### config.mk
export PLATFORM = sky130hd
export DESIGN_NAME = ald_front
export DESIGN_NICKNAME = d
export VERILOG_FILES = /design/src/hdl/ald_pkg.sv /design/src/hdl/ald_front.sv
export SDC_FILE = /design/constraint.sdc
export NUM_CORES = 1
export LEC_CHECK = 0
export BUFFER_PORTS_ARGS = -buffer_cell sky130_fd_sc_hd__clkbuf_2
export CORE_MARGIN = 2
export CORE_UTILIZATION = 40
export DETAILED_ROUTE_END_ITERATION = 16
export GPL_ROUTABILITY_DRIVEN = 1
export HOLD_SLACK_MARGIN = 0.02
export PLACE_DENSITY = 0.73
export SLEW_MARGIN = 20
export SYNTH_ARGS = -nofsm -noshare
export SYNTH_HDL_FRONTEND = slang
export SYNTH_SLANG_ARGS = --single-unit
### constraint.sdc
create_clock -name clock -period 12.86 [get_ports clock]
set_clock_uncertainty 0.05 [all_clocks]
set_input_delay 2.572 -clock clock [delete_from_list [all_inputs] [get_ports clock]]
set_output_delay 2.572 -clock clock [all_outputs]
set_load 0.02 [all_outputs]
### src/hdl/ald_pkg.sv
// shared constants, types and helpers of the antialiased line drawer
package ald_pkg;

   localparam int MAX_WIDTH       = 256;
   localparam int MAX_HEIGHT      = 256;
   localparam int COORD_FRAC_BITS = 8;
   localparam int Q_FRAC          = 16;
   localparam int Q_HALF          = 1 << (Q_FRAC - 1);
   localparam int Q_ONE           = 1 << Q_FRAC;

   localparam int CRD_W     = 24;
   localparam int COL_W     = 8;
   localparam int RGB_W     = 3 * COL_W;
   localparam int ALPHA_W   = 9;
   localparam int FUNC_W    = 2;
   localparam int CFG_W     = 9;
   localparam int CSR_IDX_W = 2;
   localparam int CFG_RESET = 256;

   localparam int X_W    = $clog2(MAX_WIDTH);
   localparam int Y_W    = $clog2(MAX_HEIGHT);
   localparam int ADDR_W = X_W + Y_W;
   localparam int DIM_W  = $clog2((MAX_WIDTH > MAX_HEIGHT) ? MAX_WIDTH : MAX_HEIGHT) + 1;

   localparam int NUM_W  = 27;
   localparam int PROD_W = 2 * NUM_W;
   localparam int POS_W  = 28;
   localparam int DIV_W  = 58;
   localparam int DIVR_W = 26;
   localparam int WGT_W  = 26;
   localparam int PIX_W  = 14;
   localparam int CHP_W  = COL_W + 1 + WGT_W + 1;
   localparam int CLIP_SHIFT  = Q_FRAC - COORD_FRAC_BITS;
   localparam int FULL_ALPHA  = 256;
   localparam int BLEND_SHIFT = 24;
   localparam int FULL_WEIGHT = 1 << BLEND_SHIFT;

   localparam int REQ_DATA_W = 136;
   localparam int RSP_DATA_W = 24;

   localparam logic [FUNC_W-1:0] FUNC_CLEAR = 2'd0;
   localparam logic [FUNC_W-1:0] FUNC_LINE  = 2'd1;
   localparam logic [FUNC_W-1:0] FUNC_READ  = 2'd2;

   localparam logic [CSR_IDX_W-1:0] CSR_WIDTH  = 2'd0;
   localparam logic [CSR_IDX_W-1:0] CSR_HEIGHT = 2'd1;

   typedef struct packed {
      logic [FUNC_W-1:0]       func;
      logic signed [CRD_W-1:0] sx;
      logic signed [CRD_W-1:0] sy;
      logic signed [CRD_W-1:0] ex;
      logic signed [CRD_W-1:0] ey;
      logic [COL_W-1:0]        red;
      logic [COL_W-1:0]        green;
      logic [COL_W-1:0]        blue;
      logic [ALPHA_W-1:0]      alpha;
   } cmd_type;

   typedef struct packed {
      logic [DIM_W-1:0] used_w;
      logic [DIM_W-1:0] used_h;
   } cfg_type;

   typedef struct packed {
      logic init_busy;
   } status_type;

   function automatic logic [ADDR_W-1:0] pix_addr(input logic [X_W-1:0] x,
                                                  input logic [Y_W-1:0] y);
      pix_addr = ADDR_W'(y) * ADDR_W'(MAX_WIDTH) + ADDR_W'(x);
   endfunction

endpackage

### src/hdl/ald_front.sv
// command intake: unpacks beats, clamps alpha and queues them for the drawing engine
module ald_front import ald_pkg::*; (
   input  logic                  clock,
   input  logic                  reset,
   input  logic                  req_tvalid,
   output logic                  req_tready,
   input  logic [REQ_DATA_W-1:0] req_tdata,
   input  logic [FUNC_W-1:0]     req_tuser,
   input  status_type            status,
   output logic                  q_valid,
   output cmd_type               q_cmd,
   input  logic                  q_pop
);

   cmd_type    fifo_ff [2];
   logic       wr_ptr_ff;
   logic       rd_ptr_ff;
   logic [1:0] cnt_ff;

   cmd_type cmd_in;
   logic    push;
   logic    pop;

   always_comb begin
      cmd_in.func  = req_tuser;
      cmd_in.sx    = req_tdata[23:0];
      cmd_in.sy    = req_tdata[47:24];
      cmd_in.ex    = req_tdata[71:48];
      cmd_in.ey    = req_tdata[95:72];
      cmd_in.red   = req_tdata[103:96];
      cmd_in.green = req_tdata[111:104];
      cmd_in.blue  = req_tdata[119:112];
      if (int'(req_tdata[128:120]) > FULL_ALPHA) cmd_in.alpha = ALPHA_W'(FULL_ALPHA);
      else cmd_in.alpha = req_tdata[128:120];
   end

   assign req_tready = (cnt_ff != 2'd2) && !status.init_busy;
   assign push       = req_tvalid && req_tready;
   assign q_valid    = cnt_ff != 2'd0;
   assign pop        = q_pop && q_valid;
   assign q_cmd      = fifo_ff[rd_ptr_ff];

   always_ff @(posedge clock) begin
      if (push) fifo_ff[wr_ptr_ff] <= cmd_in;
      if (reset) begin
         wr_ptr_ff <= 1'b0;
         rd_ptr_ff <= 1'b0;
         cnt_ff    <= 2'd0;
      end else begin
         if (push) wr_ptr_ff <= !wr_ptr_ff;
         if (pop) rd_ptr_ff <= !rd_ptr_ff;
         if (push && !pop) cnt_ff <= cnt_ff + 2'd1;
         else if (pop && !push) cnt_ff <= cnt_ff - 2'd1;
      end
   end

endmodule

## Word level (Yosys, flattened, before mapping)

Memory sizes are Yosys's and may differ from the RTL's. A register that Yosys moved wholly into a read port is not among the register bits.
Cells that the tools add are included.

- Flip-flop bits (word level): 4
- Bits in writable memories: 262
- Input port bits: 143
- Memories: 1

Memory list:

| memory | depth | width | read ports | clocked after Yosys merged registers in | write ports | line | RTL |
|---|---|---|---|---|---|---|---|
| fifo_ff | 2 | 131 | 1 | 1 | 1 | ald_front.sv:15 | `cmd_type fifo_ff [2];` |

- Add/sub/neg operators: 2
- Magnitude comparators: 1
- Eq/ne operators: 1
- Multiplexer cells: 7
- Reductions and logical operators: 12

Operators with widths:

| operator | number |
|---|---|
| $gt A9 B9 Y1 const B | 1 |
| $mux W9 | 1 |
| $logic_and A1 B1 Y1 | 5 |
| $logic_not A1 Y1 | 5 |
| $mux W1 | 4 |
| $mux W2 | 2 |
| $reduce_bool A2 Y1 | 2 |
| $add A2 B1 Y2 const B | 1 |
| $ne A2 B2 Y1 const B | 1 |
| $sub A2 B1 Y2 const B | 1 |

## Logic depth before layout (Yosys ltp)

- Word-level depth: 7
- Mapped depth: 6
- Gate-level depth less buffers: 6

## Worst setup path before layout

Ideal clock, no wire load.

- Path kind: input-to-reg
- Start point: input port status
- End point: memory fifo_ff[0][0] (netlist name) (enable)
- Library setup time: 638 ps
- Arrival: 8,590 ps
- Required time: 12,172 ps
- Setup slack: 3,582 ps
- Stages: 2
- Path buffers: 0
- Path through: nor3b_4 nor2b_1

- Cells in the longest elaborated chain, start to end: 5

Ends and longest elaborated chain:

| item | line | RTL |
|---|---|---|
| start: declaration | ald_front.sv:9 | `input status_type status,` |
| $logic_not A1 Y1 | ald_front.sv:37 | `assign req_tready = (cnt_ff != 2'd2) && !status.init_busy;` |
| $logic_and A1 B1 Y1 | ald_front.sv:37 |  |
| $logic_and A1 B1 Y1 | ald_front.sv:38 | `assign push = req_tvalid && req_tready;` |
| $mux W1 | ald_front.sv:44 | `if (push) fifo_ff[wr_ptr_ff] <= cmd_in;` |
| $mux W1 (not written as such) | ald_front.sv:44 |  |
| end: declaration | ald_front.sv:15 |  |

Every way passes these cells.

## Worst setup path after layout

- Start point: input port status
- End point: output port req_tready

- Cells in the longest elaborated chain, start to end: 2

Ends and longest elaborated chain:

| item | line | RTL |
|---|---|---|
| $logic_not A1 Y1 | ald_front.sv:37 |  |
| $logic_and A1 B1 Y1 | ald_front.sv:37 |  |
| end: declaration | ald_front.sv:6 | `output logic req_tready,` |

Every way passes these cells.

==> flow_summary.ini <==
[status]
run_status = completed

[worst_setup_path]
slowest_library_cell_on_the_worst_path = sky130_fd_sc_hd__clkbuf_2
critPathTopFamily = buffers and inverters
critical_register_to_register_path_endpoint = fifo_ff[0][53]
ff2ff_path_depth = 5
endpoint_kind = output pin
cp_slowest_stage_delay_ns = 0.17
timing_worst_setup_path_type = in2out
critical-path-top-cell-by-count = sky130_fd_sc_hd__clkbuf_2
path_cells = clkbuf_2 -> nor2_1 -> clkbuf_2
worst-endpoint-required_ns = 10.24
worst-r2r-setup-slack_ns = 9.43
critical_path_peak_fanout = 2
crit_path_start_kind = primary input
rr_startpoint = cnt_ff[0]
worst_ep_arrival_time_ns = 2.96
critPathBufInv = 2

[cells_and_area]
design_area_mm2 = 0.0127
area.sequential_mm2 = 0.00797
final.fill_count = 2071
num_antenna_cells = 0
layout_commonest_cell = sky130_fd_sc_hd__clkbuf_2
multiInputGateArea_mm2 = 0.00202
post-route-util_pct = 50.6
post_route_cells_drive_above_1_share_pct = 59.8
layout-area-overhead-vs-synth_pct = 25.0
most_frequent_cells_in_the_layout = sky130_fd_sc_hd__clkbuf_2 (268), sky130_fd_sc_hd__edfxtp_1 (262), sky130_fd_sc_hd__mux2_4 (90)
finish.net_count = 873

[floorplan]
initial_utilization_pct = 40.4
placement_rows = 58
design.die.area_mm2 = 0.0266
die-width_um = 163
core_area_mm2 = 0.0250
floorplan.die.height_um = 163
floorplan.io_pins = 276

[global_routing]
grt_pass1_wl_um = 27800
grt_start_max_net_pins = 69
first_global_vias = 5235
grt_antenna_before_repair = 1
grt_util_all_layers_pct = 13.5
global_route.overflow_total = 0

[placement]
dp_hpwl_um = 12200
port_buffers = 268
rd_place_congestion = 0.700
dpl_cell_area_mm2 = 0.0118

[clock_tree]
tritoncts_clock_tree = built
cts.path.max_buffers = 3
clk_pin_slew_ns = 0.06
post_cts_resize_count = 0
clkLatencyLatePin_ns = 0.53
cts_root_buf = sky130_fd_sc_hd__clkbuf_16
holdBufCountCts = 0
cts.sinks = 267
htree_levels = 1
cts_inserted_buffers = 28
postCtsSetupRepairBufs = 0

[run]
max_cap_viol_count = 0

[pwr]
report.power.total_mw = 2.49
cellLeakagePower_nw = 4.89
power_per_cell_area_mw_per_mm2 = 196
worst_ir_drop_vdd_v = 0.000109

[sta]
hold_violations = 0
rsz0062_at_grt = false
timing.hold.ws_ns = 0.451
fin_crit_ns = 5.58
max_slew_margin_pct = 35.0
fmax_mhz = 179
setup_tns_ns = 0
worst_max_slew_pin_slew_ns = 0.975
final_min_period_over_clock_period_pct = 43.4
setup_viol = 0
slew_viol_final = 0

[worst_hold_path]
min_path_type = reg2reg
min-delay-start = rd_ptr_ff
timing.hold.worst_path_depth = 2

[synth]
netlist-cell-type-count = 20
syn_avg_cell_area_um2 = 22.9
mappedNetlistNets = 586
synth_sequential_area_ratio_pct = 78.7
mappedNetlistArea_mm2 = 0.0101
synth_seq_cells = 267
netlist_instances = 442
synth.yosys.warnings = 0

[drt]
drt_pass1_iterations = 4
wirelength_um = 18700
postRouteAntennaNets = 0
avgViaCountPerCell = 4.64
vias = 5016
wire_per_inst_um = 17.3
drc = 0
drt-initial-drc-count = 289
-- state kept, by name, summed over array words and instances, names as in the netlist, named ones only --
name and cells:
rd_ptr_ff 1, wr_ptr_ff 1, fifo_ff 262, cnt_ff 2
-- cell type report --
cell class | instances | area share [%]
flip-flops and latches | 267 | 63.0
multi-input cells | 159 | 15.9
repair buffers | 273 | 10.9
clock buffers | 36 | 5.94
well taps | 330 | 3.26
clock inverters | 16 | 1.02
-- per-layer routing --
| layer | track usage [%] | wire [um] | up-vias |
|---|---|---|---|
| li1 | - | - | 2333 |
| met1 | 15.6 | 7140 | 2443 |
| met2 | 23.5 | 9420 | 197 |
| met3 | 4.57 | 1590 | 41 |
| met4 | 4.59 | 527 | 2 |
| met5 | 0 | 13 | - |
-- cell usage after synthesis, drive strengths merged --
cell type / instances / area share, %
or2: 1 / 0.062
ha: 1 / 0.12
or3: 1 / 0.062
nor2b: 11 / 0.70
buf: 15 / 1.5
dfxtp: 5 / 0.99
nor3b: 1 / 0.19
o21ai: 2 / 0.099
and2: 1 / 0.062
nor2: 5 / 0.19
mux2: 132 / 18
xor2: 3 / 0.26
edfxtp: 262 / 78
clkbuf: 1 / 0.037
a21oi: 1 / 0.049
-- power by group --
| part | internal, mW | total (mW) | switching [mW] |
|---|---|---|---|
| logic | 0.290 | 0.647 | 0.357 |
| registers | 1.04 | 1.08 | 0.0386 |
| clock network | 0.451 | 0.763 | 0.311 |
-- stage by stage --
step                instances  setup slack (ns)
global route             1081              7.26
global placement         1029              7.10
finish                   1081              7.28
detailed placement       1029              7.13
floorplan                 442              3.58
CTS                      1081              7.27
-- kinds of logic (layout without fill, tap and decap cells) --
family          count (synthesis)  count (layout)  synth area share (%)
compound gates                  3               3                 0.148
mux                           132             132                  18.0
fa+ha+maj                       1               1                 0.124
simple gates                   20              20                  1.26
buf+inv                        16             325                  1.50
flops                         267             267                  78.7
xor+xnor                        3               3                 0.260
-- how the worst max path moves through the flow --
stage	start	end	slack (ns)	cells past startpoint
floorplan	status	fifo_ff[0][0]	3.58	2
global placement	status	fifo_ff[0][49]	7.10	5
detailed placement	status	fifo_ff[0][51]	7.13	5
CTS	status	req_tready	7.27	3
global route	status	req_tready	7.26	3
finish	status	req_tready	7.28	3
-- tightest hold or removal path: stages, from the launching register on --
cell and delay (ns):
sky130_fd_sc_hd__dfxtp_1 0.32, sky130_fd_sc_hd__xor2_1 0.08, sky130_fd_sc_hd__nor2_1 0.07
Note: power is estimated with default switching activity, not from simulation.
